==> src/rtl/core/otl_pkg.sv <==
// ----------------------------------------------------------------------------
// otl_pkg
// Shared types, constants and decode functions of the operator token lexer.
// ----------------------------------------------------------------------------
package otl_pkg;

  localparam int PosWidth  = 16;
  localparam int ErrPosW   = 16;
  localparam int QDepth    = 4;
  localparam int QAw       = $clog2(QDepth);
  localparam int QCntW     = $clog2(QDepth + 1);

  // Character codes
  localparam logic [7:0] ChGt    = 8'h3E;
  localparam logic [7:0] ChLt    = 8'h3C;
  localparam logic [7:0] ChBang  = 8'h21;
  localparam logic [7:0] ChEq    = 8'h3D;
  localparam logic [7:0] ChPlus  = 8'h2B;
  localparam logic [7:0] ChMinus = 8'h2D;
  localparam logic [7:0] ChStar  = 8'h2A;
  localparam logic [7:0] ChSlash = 8'h2F;
  localparam logic [7:0] ChPct   = 8'h25;
  localparam logic [7:0] ChSpace = 8'h20;

  // Pending prefix codes
  localparam logic [3:0] PfxNone  = 4'd0;
  localparam logic [3:0] PfxGt    = 4'd1;
  localparam logic [3:0] PfxLt    = 4'd2;
  localparam logic [3:0] PfxBang  = 4'd3;
  localparam logic [3:0] PfxEq    = 4'd4;
  localparam logic [3:0] PfxPlus  = 4'd5;
  localparam logic [3:0] PfxMinus = 4'd6;
  localparam logic [3:0] PfxStar  = 4'd7;
  localparam logic [3:0] PfxSlash = 4'd8;

  // Token codes
  localparam logic [4:0] TokGe      = 5'd0;
  localparam logic [4:0] TokShr     = 5'd1;
  localparam logic [4:0] TokGt      = 5'd2;
  localparam logic [4:0] TokLe      = 5'd3;
  localparam logic [4:0] TokShl     = 5'd4;
  localparam logic [4:0] TokLt      = 5'd5;
  localparam logic [4:0] TokNe      = 5'd6;
  localparam logic [4:0] TokNot     = 5'd7;
  localparam logic [4:0] TokEqEq    = 5'd8;
  localparam logic [4:0] TokAssign  = 5'd9;
  localparam logic [4:0] TokAddEq   = 5'd10;
  localparam logic [4:0] TokInc     = 5'd11;
  localparam logic [4:0] TokAdd     = 5'd12;
  localparam logic [4:0] TokSubEq   = 5'd13;
  localparam logic [4:0] TokDec     = 5'd14;
  localparam logic [4:0] TokSub     = 5'd15;
  localparam logic [4:0] TokMulEq   = 5'd16;
  localparam logic [4:0] TokMul     = 5'd17;
  localparam logic [4:0] TokDivEq   = 5'd18;
  localparam logic [4:0] TokDiv     = 5'd19;
  localparam logic [4:0] TokMod     = 5'd20;
  localparam logic [4:0] TokNone    = 5'd0;

  typedef struct packed {
    logic [4:0]         code;
    logic               err;
    logic [ErrPosW-1:0] pos;
  } res_t;

  typedef struct packed {
    logic two;
    res_t r0;
    res_t r1;
  } entry_t;

  typedef struct packed {
    logic hit;
    logic [4:0] code;
  } ext_t;

  function automatic logic [3:0] prefix_of(input logic [7:0] c);
    logic [3:0] p;
    case (c)
      ChGt:    p = PfxGt;
      ChLt:    p = PfxLt;
      ChBang:  p = PfxBang;
      ChEq:    p = PfxEq;
      ChPlus:  p = PfxPlus;
      ChMinus: p = PfxMinus;
      ChStar:  p = PfxStar;
      ChSlash: p = PfxSlash;
      default: p = PfxNone;
    endcase
    return p;
  endfunction

  function automatic logic pfx_valid(input logic [3:0] p);
    return (p >= PfxGt) && (p <= PfxSlash);
  endfunction

  function automatic logic [4:0] single_code(input logic [3:0] p);
    logic [4:0] t;
    case (p)
      PfxGt:    t = TokGt;
      PfxLt:    t = TokLt;
      PfxBang:  t = TokNot;
      PfxEq:    t = TokAssign;
      PfxPlus:  t = TokAdd;
      PfxMinus: t = TokSub;
      PfxStar:  t = TokMul;
      PfxSlash: t = TokDiv;
      default:  t = TokNone;
    endcase
    return t;
  endfunction

  function automatic ext_t extend(input logic [3:0] p, input logic [7:0] c);
    ext_t e;
    e.hit  = 1'b0;
    e.code = TokNone;
    case (p)
      PfxGt: begin
        if (c == ChEq) begin
          e.hit = 1'b1; e.code = TokGe;
        end else if (c == ChGt) begin
          e.hit = 1'b1; e.code = TokShr;
        end
      end
      PfxLt: begin
        if (c == ChEq) begin
          e.hit = 1'b1; e.code = TokLe;
        end else if (c == ChLt) begin
          e.hit = 1'b1; e.code = TokShl;
        end
      end
      PfxBang: begin
        if (c == ChEq) begin
          e.hit = 1'b1; e.code = TokNe;
        end
      end
      PfxEq: begin
        if (c == ChEq) begin
          e.hit = 1'b1; e.code = TokEqEq;
        end
      end
      PfxPlus: begin
        if (c == ChEq) begin
          e.hit = 1'b1; e.code = TokAddEq;
        end else if (c == ChPlus) begin
          e.hit = 1'b1; e.code = TokInc;
        end
      end
      PfxMinus: begin
        if (c == ChEq) begin
          e.hit = 1'b1; e.code = TokSubEq;
        end else if (c == ChMinus) begin
          e.hit = 1'b1; e.code = TokDec;
        end
      end
      PfxStar: begin
        if (c == ChEq) begin
          e.hit = 1'b1; e.code = TokMulEq;
        end
      end
      PfxSlash: begin
        if (c == ChEq) begin
          e.hit = 1'b1; e.code = TokDivEq;
        end
      end
      default: e.hit = 1'b0;
    endcase
    return e;
  endfunction

endpackage

==> src/rtl/core/otl_front.sv <==
// ----------------------------------------------------------------------------
// otl_front
// Lexer state machine: classifies each accepted item and builds a queue
// entry holding the one or two results that it causes.
// ----------------------------------------------------------------------------
module otl_front (
  input  logic                  clk,
  input  logic                  rst,
  input  logic                  accept,
  input  logic [7:0]            char_code,
  input  logic                  end_of_text,
  output logic                  push,
  output otl_pkg::entry_t       entry
);

  logic [3:0]                     pending;
  logic [3:0]                     pending_next;
  logic                           err_latched;
  logic                           err_latched_next;
  logic [otl_pkg::PosWidth-1:0]   char_pos;
  logic [otl_pkg::PosWidth-1:0]   char_pos_next;

  otl_pkg::res_t                  res [2];
  logic [1:0]                     n;
  logic                           fresh;
  otl_pkg::ext_t                  ext;
  logic [3:0]                     pfx;
  logic [otl_pkg::ErrPosW-1:0]    err_pos;

  // Saturate the running position into the error position field
  always_comb begin
    if (char_pos > otl_pkg::PosWidth'(otl_pkg::ErrPosW'('1))) begin
      err_pos = '1;
    end else begin
      err_pos = otl_pkg::ErrPosW'(char_pos);
    end
  end

  always_comb begin
    res[0]           = '0;
    res[1]           = '0;
    n                = 2'd0;
    fresh            = 1'b1;
    pending_next     = pending;
    err_latched_next = err_latched;
    char_pos_next    = char_pos;
    ext              = otl_pkg::extend(pending, char_code);
    pfx              = otl_pkg::prefix_of(char_code);

    if (end_of_text) begin
      if (!err_latched && otl_pkg::pfx_valid(pending)) begin
        res[0].code = otl_pkg::single_code(pending);
        n           = 2'd1;
      end
      pending_next     = otl_pkg::PfxNone;
      err_latched_next = 1'b0;
      char_pos_next    = '0;
    end else begin
      if (char_pos != '1) begin
        char_pos_next = char_pos + 1'b1;
      end
      if (!err_latched) begin
        if (otl_pkg::pfx_valid(pending)) begin
          n = 2'd1;
          if (ext.hit) begin
            res[0].code = ext.code;
            fresh       = 1'b0;
          end else begin
            res[0].code = otl_pkg::single_code(pending);
          end
        end
        pending_next = otl_pkg::PfxNone;
        if (fresh && char_code != otl_pkg::ChSpace) begin
          if (pfx != otl_pkg::PfxNone) begin
            pending_next = pfx;
          end else if (char_code == otl_pkg::ChPct) begin
            res[n[0]].code = otl_pkg::TokMod;
            n              = n + 2'd1;
          end else begin
            res[n[0]].err  = 1'b1;
            res[n[0]].pos  = err_pos;
            n              = n + 2'd1;
            err_latched_next = 1'b1;
          end
        end
      end
    end
  end

  assign push      = accept && (n != 2'd0);
  assign entry.two = n[1];
  assign entry.r0  = res[0];
  assign entry.r1  = res[1];

  always_ff @(posedge clk) begin
    if (rst) begin
      pending     <= otl_pkg::PfxNone;
      err_latched <= 1'b0;
      char_pos    <= '0;
    end else if (accept) begin
      pending     <= pending_next;
      err_latched <= err_latched_next;
      char_pos    <= char_pos_next;
    end
  end

endmodule

==> src/rtl/core/otl_queue.sv <==
// ----------------------------------------------------------------------------
// otl_queue
// Short entry queue between the lexer front and the result back end.
// ----------------------------------------------------------------------------
module otl_queue (
  input  logic            clk,
  input  logic            rst,
  input  logic            push,
  input  otl_pkg::entry_t push_entry,
  input  logic            pop,
  output otl_pkg::entry_t pop_entry,
  output logic            full,
  output logic            empty
);

  otl_pkg::entry_t              mem [otl_pkg::QDepth];
  logic [otl_pkg::QAw-1:0]      wr_ptr;
  logic [otl_pkg::QAw-1:0]      rd_ptr;
  logic [otl_pkg::QCntW-1:0]    count;
  logic                         do_push;
  logic                         do_pop;

  assign full      = (count == otl_pkg::QCntW'(otl_pkg::QDepth));
  assign empty     = (count == '0);
  assign do_push   = push && !full;
  assign do_pop    = pop && !empty;
  assign pop_entry = mem[rd_ptr];

  always_ff @(posedge clk) begin
    if (do_push) begin
      mem[wr_ptr] <= push_entry;
    end
  end

  always_ff @(posedge clk) begin
    if (rst) begin
      wr_ptr <= '0;
      rd_ptr <= '0;
      count  <= '0;
    end else begin
      if (do_push) begin
        wr_ptr <= wr_ptr + 1'b1;
      end
      if (do_pop) begin
        rd_ptr <= rd_ptr + 1'b1;
      end
      case ({do_push, do_pop})
        2'b10:   count <= count + 1'b1;
        2'b01:   count <= count - 1'b1;
        default: count <= count;
      endcase
    end
  end

endmodule

==> src/rtl/core/otl_back.sv <==
// ----------------------------------------------------------------------------
// otl_back
// Result back end: expands each queue entry into one or two result items
// through the output register.
// ----------------------------------------------------------------------------
module otl_back (
  input  logic                        clk,
  input  logic                        rst,
  input  otl_pkg::entry_t             q_entry,
  input  logic                        q_empty,
  output logic                        q_pop,
  output logic                        out_valid,
  input  logic                        out_stall,
  output logic [4:0]                  token_code,
  output logic                        is_error,
  output logic [otl_pkg::ErrPosW-1:0] error_position,
  output logic                        last
);

  logic          load;
  logic          sub;
  logic          second;
  otl_pkg::res_t sel;

  assign load   = !out_valid || !out_stall;
  assign second = q_entry.two && sub;
  assign sel    = second ? q_entry.r1 : q_entry.r0;
  // Pop once the final result of the entry moves into the output register
  assign q_pop  = load && !q_empty && (!q_entry.two || sub);

  always_ff @(posedge clk) begin
    if (rst) begin
      out_valid <= 1'b0;
      sub       <= 1'b0;
    end else if (load) begin
      out_valid <= !q_empty;
      if (!q_empty) begin
        sub <= q_entry.two && !sub;
      end
    end
  end

  always_ff @(posedge clk) begin
    if (load && !q_empty) begin
      token_code     <= sel.code;
      is_error       <= sel.err;
      error_position <= sel.pos;
      last           <= !(q_entry.two && !sub);
    end
  end

endmodule

==> src/rtl/core/operator_token_lexer_top.sv <==
// ----------------------------------------------------------------------------
// operator_token_lexer_top
// Maximal-munch lexer for C-style operator tokens, one character an item.
// ----------------------------------------------------------------------------
// Input channel: in_valid / in_stall with char_code and end_of_text. An item
// is taken at a rising edge with in_valid high and in_stall low.
// Output channel: out_valid / out_stall with token_code, is_error,
// error_position and last; last marks the final result of an input item.
// Each item gives zero, one or two results. The front end takes one item
// per cycle while the four-entry queue has room; the back end sends one
// result per cycle while out_stall is low, so an item with two results is
// sent as two results in turn; results pass the queue and output register.
// An end_of_text item flushes a pending one-character operator and returns
// the lexer state to reset; after an error only the position advances.
// Reset (rst, synchronous) clears the lexer state, the queue and the output
// register. While out_stall is high the output holds; the queue fills and
// in_stall rises once all four entries are taken.
// ----------------------------------------------------------------------------
module operator_token_lexer_top (
  input  logic                        clk,
  input  logic                        rst,
  input  logic                        in_valid,
  output logic                        in_stall,
  input  logic [7:0]                  char_code,
  input  logic                        end_of_text,
  output logic                        out_valid,
  input  logic                        out_stall,
  output logic [4:0]                  token_code,
  output logic                        is_error,
  output logic [otl_pkg::ErrPosW-1:0] error_position,
  output logic                        last
);

  logic            accept;
  logic            push;
  otl_pkg::entry_t push_entry;
  logic            pop;
  otl_pkg::entry_t pop_entry;
  logic            q_full;
  logic            q_empty;

  assign in_stall = q_full;
  assign accept   = in_valid && !in_stall;

  otl_front u_front (
    .clk         (clk),
    .rst         (rst),
    .accept      (accept),
    .char_code   (char_code),
    .end_of_text (end_of_text),
    .push        (push),
    .entry       (push_entry)
  );

  otl_queue u_queue (
    .clk        (clk),
    .rst        (rst),
    .push       (push),
    .push_entry (push_entry),
    .pop        (pop),
    .pop_entry  (pop_entry),
    .full       (q_full),
    .empty      (q_empty)
  );

  otl_back u_back (
    .clk            (clk),
    .rst            (rst),
    .q_entry        (pop_entry),
    .q_empty        (q_empty),
    .q_pop          (pop),
    .out_valid      (out_valid),
    .out_stall      (out_stall),
    .token_code     (token_code),
    .is_error       (is_error),
    .error_position (error_position),
    .last           (last)
  );

endmodule

==> config.mk <==
export PLATFORM = sky130hd
export DESIGN_NAME = operator_token_lexer_top
export DESIGN_NICKNAME = d
export VERILOG_FILES = /design/src/rtl/core/otl_pkg.sv /design/src/rtl/core/otl_front.sv /design/src/rtl/core/otl_queue.sv /design/src/rtl/core/otl_back.sv /design/src/rtl/core/operator_token_lexer_top.sv
export SDC_FILE = /design/constraint.sdc
export NUM_CORES = 1
export LEC_CHECK = 0
export ABC_CLOCK_PERIOD_IN_PS = 3900
export BUFFER_PORTS_ARGS = -buffer_cell sky130_fd_sc_hd__buf_2
export CORE_MARGIN = 4
export CORE_UTILIZATION = 40
export CTS_CLUSTER_DIAMETER = 50
export CTS_CLUSTER_SIZE = 40
export DETAILED_ROUTE_END_ITERATION = 10
export GPL_TIMING_DRIVEN = 0
export PLACE_DENSITY = 0.67
export SLEW_MARGIN = 20
export SYNTH_ARGS = -nofsm -noshare
export SYNTH_HDL_FRONTEND = slang
export SYNTH_SLANG_ARGS = --single-unit
==> constraint.sdc <==
create_clock -name clk -period 3.9 [get_ports clk]
set_input_delay 0 -clock clk [delete_from_list [all_inputs] [get_ports clk]]
set_output_delay 0 -clock clk [all_outputs]
set_load 0.05 [all_outputs]
* Word level (Yosys, flattened, before mapping)
Memory sizes are Yosys's and may differ from the RTL's. A register that Yosys moved wholly into a read port is not among the register bits. Index checks and enable logic that the tools add are counted.
Operators by class: add/subtract/negate cells 6, multipliers 0, div/mod/pow operators 0, $lt $le $gt $ge 5, eq/ne operators 23, shifts and indexed selects 0, mux-type cells 69, bitwise gates (word level) 2, reduce and logical (&&, ||, !) cells 30
Operators by type and width (number):
- $mux 44 | 4
- $bwmux 44 | 3
- $eq 8x6->1 const B | 9
- $mux 6 | 12
- $demux 22 s1 | 3
- $mux 16 | 4
- $mux 22 | 2
- $pmux 5 s8 | 1
- $mux 39 | 1
- $mux 4 | 8
- $pmux 4 s8 | 1
- $mux 5 | 6
- $mux 17 | 1
- $add 16x1->16 const B | 1
- $eq 4x3->1 const B | 4
- $gt 16x16->1 const B | 1
- $mux 2 | 8
- $ne 16x16->1 const B | 1
- $mux 1 | 13
- $logic_and 1x1->1 | 12
- $eq 4x2->1 const B | 2
- $logic_not 1->1 | 8
- $ne 8x6->1 const B | 1
- $pmux 1 s8 | 1
- other kinds (21) | 28
Word-level totals: bits in registers 53, bits in latches 0, bits in writable memories 180, bits in read-only memories 160, bits of input ports 13, output and inout bits 25, logic and storage cells 150, memories 3
Memories:
- u_queue.mem | depth 4, width 45, read ports 1, clocked after memory_dff 1, wr ports 1, RTL line otl_queue.sv:16 | otl_pkg::entry_t mem [otl_pkg::QDepth];
- (name not given) | depth 16, width 5, read ports 1, clocked after memory_dff 1, wr ports 0, RTL line otl_pkg.sv:99 | case (p)
- (name not given) | depth 16, width 5, read ports 1, clocked after memory_dff 1, wr ports 0, RTL line otl_pkg.sv:99

* Longest topological paths before layout
Gate-level depths: netlist of run 1.
depth after elaboration 17, mapped depth 15, gate-level depth less buffers 14

* Hierarchy
From an unflattened synthesis of run 1, not the netlist that was laid out.
Second synthesis, totals: cells, all modules 649, area total of the unflattened synthesis 10425.0 µm²
Modules (own cells, without submodules):
- otl_queue | times used 1, cells each 289, area each 7029.2 µm², sequential area each 5585.4 µm²
- otl_front | times used 1, cells each 301, area each 2247.2 µm², sequential area each 520.5 µm²
- otl_back | times used 1, cells each 58, area each 1134.8 µm², sequential area each 730.7 µm²
- operator_token_lexer_top | times used 1, cells each 1, area each 13.8 µm², sequential area each 0.0 µm²

* Least setup slack after synthesis of run 1
No wires, ideal clock.
path kind flip-flop to flip-flop, start point reg u_front.pending[0], end point mem u_queue.mem[0][0] (netlist name) (enable), setup time 0.444 ns, data arrival time 3.572 ns, required time 3.456 ns, path slack -0.116 ns, cell stages (with the launch flop) 11, path buffers 1, period minus slack after synthesis 4.016 ns, path through dfxtp_1 buf_2 nor3_2 xnor2_1 inv_1 ha_1 or2b_1 nor3_1 and2_4 nor2_1 nor2b_1
Between the ends: cells in the longest elaborated chain, start to end 15, elaborated cells on any way between the ends 32, those cells by class 1 x add/sub; 2 x order compare; 8 x eq/ne; 15 x mux; 6 x reduce/logical
RTL lines:
- start: declaration | RTL line otl_front.sv:16 | logic [3:0] pending;
- start signal: assignment | RTL line otl_front.sv:97 | pending <= otl_pkg::PfxNone;
- start signal: assignment | RTL line otl_front.sv:101 | pending <= pending_next;
- $ge 4x1->1, or another cell as far along | RTL line otl_pkg.sv:94 | return (p >= PfxGt) && (p <= PfxSlash);
- $logic_and 1x1->1 or $pmux 1 s8 (tied branches) | RTL line otl_pkg.sv:94, otl_pkg.sv:117
- $mux 1 (on tied branches) | RTL line otl_front.sv:63, otl_front.sv:65
- $mux 2 or $mux 1 (tied branches) | RTL line otl_front.sv:62, otl_front.sv:63
- $mux 2 or $mux 1 (tied branches) | RTL line otl_front.sv:50, otl_front.sv:62
- $add 2x1->2 or $mux 1 (tied branches) | RTL line otl_front.sv:78, otl_front.sv:82, otl_front.sv:50
- $mux 2 or $logic_and 1x1->1 (tied branches) | RTL line otl_front.sv:74, otl_front.sv:73
- $mux 2 | RTL line otl_front.sv:73 | if (fresh && char_code != otl_pkg::ChSpace) begin
- $mux 2 | RTL line otl_front.sv:62 | if (!err_latched) begin
- $mux 2 * | RTL line otl_front.sv:50 | if (end_of_text) begin
- $reduce_bool 2->1 * | RTL line otl_front.sv:90 | assign push = accept && (n != 2'd0);
- $logic_and 1x1->1 * | RTL line otl_front.sv:90
- $logic_and 1x1->1 * | RTL line otl_queue.sv:25 | assign do_push = push && !full;
- $mux 1 * | RTL line otl_queue.sv:30 | if (do_push) begin
- $mux 1 (not written as such) * | RTL line otl_queue.sv:31 | mem[wr_ptr] <= push_entry;
- end: declaration | RTL line otl_queue.sv:16
Mark *: on every way between the ends. The rest lies on a longest branch, timed or not. The select of a mux whose other input is x is not followed.

* Final worst setup path of run 1
start point reg u_front.pending[0], end point reg u_queue.count[2] (netlist name)
Between the ends: cells in the longest elaborated chain, start to end 15, elaborated cells on any way between the ends 34, those cells by class 1 x add/sub; 2 x order compare; 10 x eq/ne; 14 x mux; 7 x reduce/logical
RTL lines:
- $ge 4x1->1, or another cell as far along | RTL line otl_pkg.sv:94
- $logic_and 1x1->1 or $pmux 1 s8 (tied branches) | RTL line otl_pkg.sv:94, otl_pkg.sv:117
- $mux 1 (on tied branches) | RTL line otl_front.sv:63, otl_front.sv:65
- $mux 2 or $mux 1 (tied branches) | RTL line otl_front.sv:62, otl_front.sv:63
- $mux 2 or $mux 1 (tied branches) | RTL line otl_front.sv:50, otl_front.sv:62
- $add 2x1->2 or $mux 1 (tied branches) | RTL line otl_front.sv:78, otl_front.sv:82, otl_front.sv:50
- $mux 2 or $logic_and 1x1->1 (tied branches) | RTL line otl_front.sv:74, otl_front.sv:73
- $mux 2 | RTL line otl_front.sv:73
- $mux 2 | RTL line otl_front.sv:62
- $mux 2 * | RTL line otl_front.sv:50
- $reduce_bool 2->1 * | RTL line otl_front.sv:90
- $logic_and 1x1->1 * | RTL line otl_front.sv:90
- $logic_and 1x1->1 * | RTL line otl_queue.sv:25
- $eq 2x1->1 or $eq 2x2->1 (tied branches) | RTL line otl_queue.sv:47 | case ({do_push, do_pop})
- $pmux 3 s2 or $reduce_bool 2->1 (tied branches)
- end signal: assignment | RTL line otl_queue.sv:48 | 2'b10: count <= count + 1'b1;
- end signal: assignment | RTL line otl_queue.sv:49 | 2'b01: count <= count - 1'b1;
- end signal: assignment | RTL line otl_queue.sv:50 | default: count <= count;
- end: declaration | RTL line otl_queue.sv:19 | logic [otl_pkg::QCntW-1:0] count;
Marked as above. A chain may end at the register's enable or synchronous reset.

==> metrics.md, run 1 <==
| Metric | Value |
|---|---|
| Headroom to the max-slew limit | `36.1%` |
| Netlist cell types | `72` |
| Synth Flop Type | `edfxtp_1` |
| Final GP Congestion | `0.849` |
| Input/output buffers | `36` |
| Final setup fails | `0` |
| Max Cap Viol | `0` |
| Post-DP Area | `0.0103 mm^2` |
| Routed met1 length | `8370 um` |
| Fin. Hold Viols | `0` |
| Resized Gates After CTS | `0` |
| Worst-case clock skew | `0.0153 ns` |
| Antenna cells | `0` |
| Via Count | `5437` |
| CORE AREA | `0.0235 mm^2` |
| Seq cells post-synth | `224` |
| CP cell instances | `buf_2, nor3_2, xnor2_1, inv_1, ha_1, nor3_1, a21oi_1, nor2_1, ha_1, fa_1, xnor2_1, or3_1, a21oi_1` |
| Antenna-violating nets left | `0` |
| P&R area growth vs syn | `15.1%` |
| Worst r2r path cells | `13` |
| Worst-margin pin slew | `0.952 ns` |
| P_leak | `3.72 nW` |
| Cell Area, Synth | `0.00959 mm^2` |
| Setup CP Type | `register to register` |
| Dominant cell type by area after synthesis | `edfxtp_1` |
| First-pass GRT wire length | `30100 um` |
| DP Worst Slack | `0.385 ns` |
| Largest net degree at the start of global routing | `26` |
| Worst setup EP type | `register` |
| DRC | `0` |
| Gate Count Post-Synth | `629` |
| Routed wire length | `18700 um` |
| Top layer in use | `met4` |
| Number of synthesized flops with an enable pin | `187` |
| Synth warn | `0` |
| Ratio of cells with drive above 1 in the final layout | `24.2%` |
| Max VDD drop | `0.340 mV` |
| IO Pins | `38` |
| DIE AREA | `0.0265 mm^2` |
| Clk slew on worst S/H paths | `0.07 ns` |
| Hold depth | `6` |
| Drt wl/cell | `18.2 um` |
| Startpoint Class | `register` |
| Critical Path Slowest Stage Cell | `nor2_1` |
| WL met2 | `9110 um` |
| Post-synth ARST share | `0%` |
| First-pass iteration count of the detailed router | `5` |
| CTS tree | `built` |
| Synth top area share | `58.5%` |
| R2r endpoint | `u_queue.count[2]$_SDFFE_PP0P_` |
| Met3 WL | `998 um` |
| Vias/cell | `5.28` |
| Power Density | `593 mW/mm^2` |
| Rows | `56` |
| # nets final | `721` |
| GRT overflow | `0` |
| Synth top area cells | `edfxtp_1 59%, mux4_2 9.6%, dfxtp_1 7.7%` |
| Syn Nets | `654` |
| Clock tree buffer depth | `3` |
| CP startpoint | `u_front.pending[0]$_SDFFE_PP0P_` |
| Clk sinks | `224` |
| HPWL Detailed | `12400 um` |
| Worst EP required | `4.32 ns` |
| CP Data Arrival Time | `3.90 ns` |
| Inserted Clock Buffers | `21` |
| Initial antenna violation count | `0` |
| Final period util | `89.4%` |
| Seq/Total Area, Yosys | `66.2%` |
| CTS root buffer | `clkbuf_16` |
| FF-to-FF Start | `u_front.pending[0]$_SDFFE_PP0P_` |
| # Post-CTS Setup Buffers | `0` |
| Tmin final | `3.49 ns` |
| Worst path max stage delay | `0.54 ns` |
| Syn Area/Cell | `15.3 um^2` |
| Starting Density | `40.8%` |
| Design area | `0.0110 mm^2` |
| H-tree depth | `1` |
| Die extent in x | `163 um` |
| CP Max Fanout | `10` |
| Outcome | `finished clean` |
| Clk Latency, worst-skew pair | `0.49 ns` |
| CP Capture Point | `u_queue.count[2]$_SDFFE_PP0P_` |
| Total global-route track usage | `14.3%` |
| Final WS setup | `0.412 ns` |
| Worst hold path type | `primary input to register` |
| Drt initial violations | `313` |
| Max Clock Freq | `287 MHz` |
| Unrepaired setup endpoints after global routing | `false` |
| Die Y | `163 um` |
| Internal reg-to-reg setup slack | `0.41 ns` |
| Vias in the first global route | `5505` |
| Final Max Tran Viols | `0` |
[cell usage after synthesis, drive strengths merged, types with 16 or more instances]
library cell / count
edfxtp: 187
mux4: 41
dfxtp: 37
nor2: 35
nand2: 33
and2: 32
nor3: 22
a21oi: 21
o21ai: 21
inv: 18
mux2: 17
buf: 16
clkbuf: 16
[worst max-delay path: cells and delay by family (launching register included)]
| kind | cells | cell delay (ns) |
|---|---|---|
| flip-flops | 1 | 0.32 |
| buffers and inverters | 2 | 0.37 |
| adder cells (fa/ha/maj) | 3 | 0.85 |
| AO/OA/AOI/OAI | 2 | 0.30 |
| XOR/XNOR | 2 | 0.25 |
| AND/OR/NAND/NOR | 4 | 1.31 |
[worst min path at each step]
stage | from | end
final | char_code[1] | u_front.err_latched$_SDFFE_PP0P_
after global routing | char_code[1] | u_front.err_latched$_SDFFE_PP0P_
after detailed placement | out_stall | u_back.out_valid$_SDFFE_PP0N_
after floorplan | out_stall | u_back.out_valid$_SDFFE_PP0N_
after global placement | out_stall | u_back.out_valid$_SDFFE_PP0N_
after CTS | char_code[1] | u_front.err_latched$_SDFFE_PP0P_
[metrics by stage]
stage               std cells  setup TNS (ns)  util (%)  hold slack, ns  total power (W)
floorplan                 629          -14.29         -           0.145          0.00414
global placement          984         -203.83      43.2           0.266          0.00452
detailed placement        988               0      43.7           0.268          0.00455
CTS                      1029               0      46.9           0.118          0.00665
global route             1029               0      46.9           0.160          0.00686
finish                   1029               0      46.9           0.136          0.00655
[where the power goes]
| group | internal [W] | switching [W] |
|---|---|---|
| Clock | 0.00117 | 0.000919 |
| Sequential | 0.00287 | 0.0000688 |
| Combinational | 0.000493 | 0.00104 |
[cells in the final DEF, fill, tap and decap left out, drive strengths merged, types with 22 or more instances in the layout]
cell      n
edfxtp  187
buf      56
mux4     41
clkbuf   38
dfxtp    37
nor2     35
nand2    33
and2     32
nor3     22
inv      22
[what timing repair did]
item	in CTS	in global routing
hold buffers	4	0
setup endpoints to repair	0	0
endpoints found under the hold margin	7	0
[cell families (layout without fill, tap and decap cells)]
logic type / Yosys count / count (layout) / synth area share, %
flip-flops: 224 / 224 / 66.2
multiplexers: 60 / 60 / 11.8
adder cells (fa/ha/maj): 12 / 12 / 1.64
AO/OA/AOI/OAI: 77 / 77 / 5.36
buffers and inverters: 50 / 131 / 2.41
AND/OR/NAND/NOR: 191 / 191 / 11.1
XOR/XNOR: 15 / 15 / 1.37
[routing by layer]
layer / GRT usage (%) / up-vias
li1: - / 2565
met1: 20.3 / 2708
met2: 23.6 / 142
met3: 2.25 / 22
met4: 2.94 / 0
met5: 0 / -
[registers in the layout (all words and copies together) (netlist names), named ones only]
register	count
u_back.token_code	5
u_queue.mem	164
u_back.out_valid	1
u_queue.rd_ptr	2
u_queue.count	3
u_back.sub	1
u_queue.wr_ptr	2
u_front.err_latched	1
u_back.is_error	1
u_front.pending	4
u_front.char_pos	16
u_back.last	1
u_back.error_position	16
[area by class of cell]
cell class / instances / area, um^2
buffer: 32 / 164
timing repair buffer: 44 / 308
fill: 2069 / 12500
inverter: 18 / 67.6
tap: 319 / 399
multi-input combinational: 355 / 3030
clock inverter: 15 / 193
clock buffer: 22 / 529
sequential: 224 / 6360
(Power assumes the default switching activity.)
==> inputs of run 2 (changes only) <==
--- a/config.mk
+++ b/config.mk
@@ -6,14 +6,14 @@
 export NUM_CORES = 1
 export LEC_CHECK = 0
 export ABC_CLOCK_PERIOD_IN_PS = 3900
-export BUFFER_PORTS_ARGS = -buffer_cell sky130_fd_sc_hd__buf_2
 export CORE_MARGIN = 4
-export CORE_UTILIZATION = 40
+export CORE_UTILIZATION = 57
 export CTS_CLUSTER_DIAMETER = 50
 export CTS_CLUSTER_SIZE = 40
 export DETAILED_ROUTE_END_ITERATION = 10
+export DONT_BUFFER_PORTS = 1
 export GPL_TIMING_DRIVEN = 0
-export PLACE_DENSITY = 0.67
+export PLACE_DENSITY = 0.84
 export SLEW_MARGIN = 20
 export SYNTH_ARGS = -nofsm -noshare
 export SYNTH_HDL_FRONTEND = slang
==> metrics.md, run 2 (synthesis gave the netlist of run 1 again) <==
| Metric | Value |
|---|---|
| Outcome | `finished clean` |
| Max VDD drop | `0.313 mV` |
| Fin. Hold Viols | `0` |
| GRT overflow | `0` |
| Final setup fails | `0` |
| Final period util | `90.4%` |
| Startpoint Class | `register` |
| Max Cap Viol | `0` |
| Worst-case clock skew | `0.0313 ns` |
| Largest net degree at the start of global routing | `28` |
| Unrepaired setup endpoints after global routing | `false` |
| Antenna-violating nets left | `0` |
| Drt wl/cell | `22.1 um` |
| Resized Gates After CTS | `0` |
| Starting Density | `58.1%` |
| Worst-margin pin slew | `1.09 ns` |
| # Post-CTS Setup Buffers | `0` |
| Clk Latency, worst-skew pair | `0.51 ns` |
| Tmin final | `3.52 ns` |
| CP Data Arrival Time | `3.94 ns` |
| CP Max Fanout | `10` |
| Post-DP Area | `0.00998 mm^2` |
| Clock tree buffer depth | `3` |
| Rows | `47` |
| Most common library cell in the layout ignoring fill and taps | `edfxtp_1` |
| DIE AREA | `0.0190 mm^2` |
| Largest Register | `u_queue.mem` |
| Final std cells w/o fill | `890` |
| DRC | `0` |
| P_leak | `3.54 nW` |
| H-tree depth | `1` |
| Design area | `0.0106 mm^2` |
| Vias in the first global route | `5775` |
| Via Count | `5541` |
| Final GP Congestion | `0.869` |
| Inserted Clock Buffers | `18` |
| CORE AREA | `0.0165 mm^2` |
| HPWL Detailed | `12800 um` |
| Total global-route track usage | `21.5%` |
| Worst EP required | `4.31 ns` |
| Max FFs per register | `164` |
| Final Max Tran Viols | `0` |
| Input/output buffers | `0` |
| Vias/cell | `6.23` |
| Worst hold slack | `0.0347 ns` |
| P&R area growth vs syn | `10.9%` |
| IO Pins | `38` |
| Clk sinks | `224` |
| Worst hold path type | `primary input to register` |
| First-pass GRT wire length | `31200 um` |
| Power Density | `586 mW/mm^2` |
| Clk slew on worst S/H paths | `0.08 ns` |
| Max Clock Freq | `284 MHz` |
| Headroom to the max-slew limit | `27.0%` |
| Most frequent cells in the layout | `187 x edfxtp_1, 41 x mux4_2, 37 x dfxtp_1` |
| Layout Utilization | `64.4%` |
| # nets final | `683` |
| Drt initial violations | `483` |
| Placed Cells | `853` |
| First-pass iteration count of the detailed router | `5` |
| Ratio of cells with drive above 1 in the final layout | `19.6%` |
| Antenna cells | `0` |
| DP Worst Slack | `0.385 ns` |
| Initial antenna violation count | `0` |
| Multi-input gate area | `0.00303 mm^2` |
| Setup CP Type | `register to register` |
| Final WS setup | `0.375 ns` |
| Routed wire length | `19700 um` |
| Biggest regs | `u_queue.mem x164, u_back.error_position x16, u_front.char_pos x16` |
| Die Y | `138 um` |
| Worst setup EP type | `register` |
| CTS root buffer | `clkbuf_16` |
| Fill count | `1110` |
| Reg area | `0.00636 mm^2` |
| Die extent in x | `138 um` |
| CTS tree | `built` |
run 2: cell count changes in the layout (fill, tap and decap cells not counted), sizes merged:
cell and change:
clkbuf -1, clkinv +1, buf -36, dlygate4sd3 +1, bufinv -2, clkinvlp -3
run 2: cell type report:
cell class                      count  area share [%]
Timing Repair Buffer                9            1.29
Inverter                           18           0.635
Sequential cell                   224            59.8
Clock inverter                     11            1.16
Tap cell                          220            2.59
Multi-Input combinational cell    355            28.5
Clock buffer                       21            4.54
Buffer                             32            1.54
run 2: power breakdown:
group / switching (W) / total [W] / internal, W / leakage [nW]
registers: 0.000544 / 0.00343 / 0.00288 / 2.09
logic: 0.000549 / 0.000954 / 0.000405 / 1.15
clock network: 0.000905 / 0.00185 / 0.000947 / 0.300
run 2: final timing paths:
check / from / to / slack [ns] / depth (start not counted)
max reg2reg: u_front.pending[0]$_SDFFE_PP0P_ / u_queue.count[2]$_SDFFE_PP0P_ / 0.38 / 13
min: in_valid / u_front.char_pos[2]$_SDFFE_PP0P_ / 0.03 / 4
min reg2reg: u_queue.count[2]$_SDFFE_PP0P_ / u_queue.count[2]$_SDFFE_PP0P_ / 0.53 / 2
max: u_front.pending[0]$_SDFFE_PP0P_ / u_queue.count[2]$_SDFFE_PP0P_ / 0.38 / 13
run 2: metrics by stage:
stage / total power (W) / TNS (ns)
global placement: 0.00436 / -179.59
global route: 0.00647 / 0
finish: 0.00623 / 0
floorplan: 0.00414 / -14.29
CTS: 0.00628 / 0
detailed placement: 0.00443 / 0
run 2: routing by layer:
metal  routed length [um]  GRT usage, %  vias up
met5                    0             0        -
met4                  516          7.14        0
met3                 1260          3.54       46
met2                10200          37.5      214
met1                 7730          27.7     2801
li1                     -             -     2480
run 2: critical path: stages, from the launching register on:
cell	delay, ns
dfxtp_1	0.33
buf_2	0.19
nor3_2	0.29
xnor2_1	0.18
inv_1	0.18
ha_1	0.32
nor3_1	0.18
a21oi_1	0.17
nor2_1	0.54
ha_1	0.33
fa_1	0.20
xnor2_1	0.08
or3_1	0.31
a21oi_1	0.15
run 2: timing repair:
action | CTS | global route
endpoints found under the setup margin | 0 | 0
hold buffers | 5 | 0
hold endpoints to repair | 13 | 0
==> inputs of run 3 (changes only) <==
--- a/config.mk
+++ b/config.mk
@@ -13,6 +13,7 @@
 export DETAILED_ROUTE_END_ITERATION = 10
 export DONT_BUFFER_PORTS = 1
 export GPL_TIMING_DRIVEN = 0
+export HOLD_SLACK_MARGIN = 0.12
 export PLACE_DENSITY = 0.84
 export SLEW_MARGIN = 20
 export SYNTH_ARGS = -nofsm -noshare
==> metrics.md, run 3 (synthesis gave the netlist of run 1 again) <==
| Metric | Value |
|---|---|
| Resized Gates After CTS | `0` |
| Worst EP required | `4.31 ns` |
| Outcome | `finished clean` |
| IO Pins | `38` |
| Vias/cell | `6.22` |
| Most frequent cells in the layout | `187 x edfxtp_1, 41 x mux4_2, 37 x dfxtp_1` |
| Worst-margin pin slew | `1.09 ns` |
| DRC | `0` |
| Comb pwr share | `15.4%` |
| Sw Share | `32.1%` |
| Max Cap Viol | `0` |
| # Post-CTS Setup Buffers | `0` |
| Setup CP Type | `register to register` |
| Via Count | `5550` |
| Met3 WL | `1410 um` |
| Inserted Clock Buffers | `18` |
| Tmin final | `3.53 ns` |
| Max FFs per register | `164` |
| Unrepaired setup endpoints after global routing | `false` |
| Setup TNS Final | `0 ns` |
| CORE AREA | `0.0165 mm^2` |
| Power Internal | `0.00424 W` |
| Final setup fails | `0` |
| DIE AREA | `0.0190 mm^2` |
| Die Y | `138 um` |
| Headroom to the max-slew limit | `26.9%` |
| P&R area growth vs syn | `11.2%` |
| First-pass GRT wire length | `31200 um` |
| Switching power | `0.00200 W` |
| Layout Utilization | `64.6%` |
| Worst setup EP type | `register` |
| CP Data Arrival Time | `3.95 ns` |
| GRT overflow | `0` |
| Routed wire length | `19700 um` |
| Vias in the first global route | `5786` |
| Largest Register | `u_queue.mem` |
| Final Max Tran Viols | `0` |
| Clk Latency, worst-skew pair | `0.50 ns` |
| Placed Cells | `853` |
| Drt wl/cell | `22.1 um` |
| CP Max Fanout | `10` |
| Reg area | `0.00636 mm^2` |
| # nets final | `686` |
| Die extent in x | `138 um` |
| Most common library cell in the layout ignoring fill and taps | `edfxtp_1` |
| Largest net degree at the start of global routing | `28` |
| Clk sinks | `224` |
| First-pass iteration count of the detailed router | `4` |
| DP Worst Slack | `0.385 ns` |
| Final std cells w/o fill | `893` |
| Final WS setup | `0.366 ns` |
| Antenna cells | `0` |
| Fill count | `1109` |
| Multi-input gate area | `0.00303 mm^2` |
| Initial antenna violation count | `0` |
| Drt initial violations | `459` |
| Worst hold path type | `primary input to register` |
| Hold Buf Count CTS | `8` |
| Max Clock Freq | `283 MHz` |
| Input/output buffers | `0` |
| Max VDD drop | `0.313 mV` |
| Final GP Congestion | `0.869` |
| Worst-case clock skew | `0.0275 ns` |
| Antenna-violating nets left | `0` |
| Ratio of cells with drive above 1 in the final layout | `19.5%` |
| Clock tree buffer depth | `3` |
| CTS root buffer | `clkbuf_16` |
| Total global-route track usage | `21.6%` |
| Final period util | `90.6%` |
| Seq pwr share | `54.9%` |
| Routed met1 length | `7560 um` |
| Clk slew on worst S/H paths | `0.08 ns` |
| Power Density | `585 mW/mm^2` |
| WL met2 | `10200 um` |
| Fin. Hold Viols | `0` |
| Starting Density | `58.1%` |
| HPWL Detailed | `12800 um` |
| Biggest regs | `u_queue.mem x164, u_back.error_position x16, u_front.char_pos x16` |
| CTS tree | `built` |
| H-tree depth | `1` |
| Top layer in use | `met4` |
| Clock network power share | `29.6%` |
| Startpoint Class | `register` |
| Rows | `47` |
| P_leak | `3.55 nW` |
## run 3: cell types whose count changed in the layout (fill, tap and decap cells not counted), sizes merged
| cell | delta |
|---|---|
| dlygate4sd3 | +3 |
## run 3: layout make-up
| type | count | area share, % |
|---|---|---|
| repair buffers | 12 | 1.57 |
| well taps | 220 | 2.58 |
| multi-input cells | 355 | 28.4 |
| flip-flops and latches | 224 | 59.6 |
| plain buffers | 32 | 1.54 |
| inverters | 18 | 0.633 |
| clock buffers | 21 | 4.53 |
| clock inverters | 11 | 1.16 |
## run 3: path summary, 6_finish.rpt
check	depth (start not counted)	slack, ns	end	start
worst max-delay path	13	0.37	u_queue.count[2]$_SDFFE_PP0P_	u_front.pending[0]$_SDFFE_PP0P_
worst min-delay path	4	0.13	u_queue.mem[3][41]$_DFFE_PP_	char_code[6]
worst max register to register	13	0.37	u_queue.count[2]$_SDFFE_PP0P_	u_front.pending[0]$_SDFFE_PP0P_
worst min register to register	2	0.53	u_queue.count[2]$_SDFFE_PP0P_	u_queue.count[2]$_SDFFE_PP0P_
## run 3: stage by stage
step | power [W] | area, um^2 | hold WS (ns)
after global routing | 0.00648 | 10700 | 0.169
after floorplan | 0.00414 | 9590 | 0.145
after CTS | 0.00628 | 10700 | 0.123
final | 0.00624 | 10700 | 0.133
after global placement | 0.00436 | 9870 | 0.152
after detailed placement | 0.00443 | 9980 | 0.159
## run 3: power groups by stage
stage | registers (W) | logic [W] | clock network (W)
2_1_floorplan | 0.00345 | 0.000695 | 0
3_3_place_gp | 0.00347 | 0.000883 | 0
3_5_place_dp | 0.00348 | 0.000944 | 0
4_1_cts | 0.00343 | 0.000977 | 0.00187
5_1_grt | 0.00345 | 0.00105 | 0.00198
6_report | 0.00343 | 0.000963 | 0.00185
## run 3: routing by layer
layer	vias up	global-route usage, %
li1	2491	-
met2	242	37.6
met5	-	0
met3	46	3.58
met4	0	7.14
met1	2771	27.7
## run 3: critical path, cell delays in order (launching register included)
cell and delay (ns):
dfxtp_1 0.33, buf_2 0.19, nor3_2 0.29, xnor2_1 0.18, inv_1 0.18, ha_1 0.32
nor3_1 0.18, a21oi_1 0.17, nor2_1 0.54, ha_1 0.33, fa_1 0.20, xnor2_1 0.08
or3_1 0.31, a21oi_1 0.15
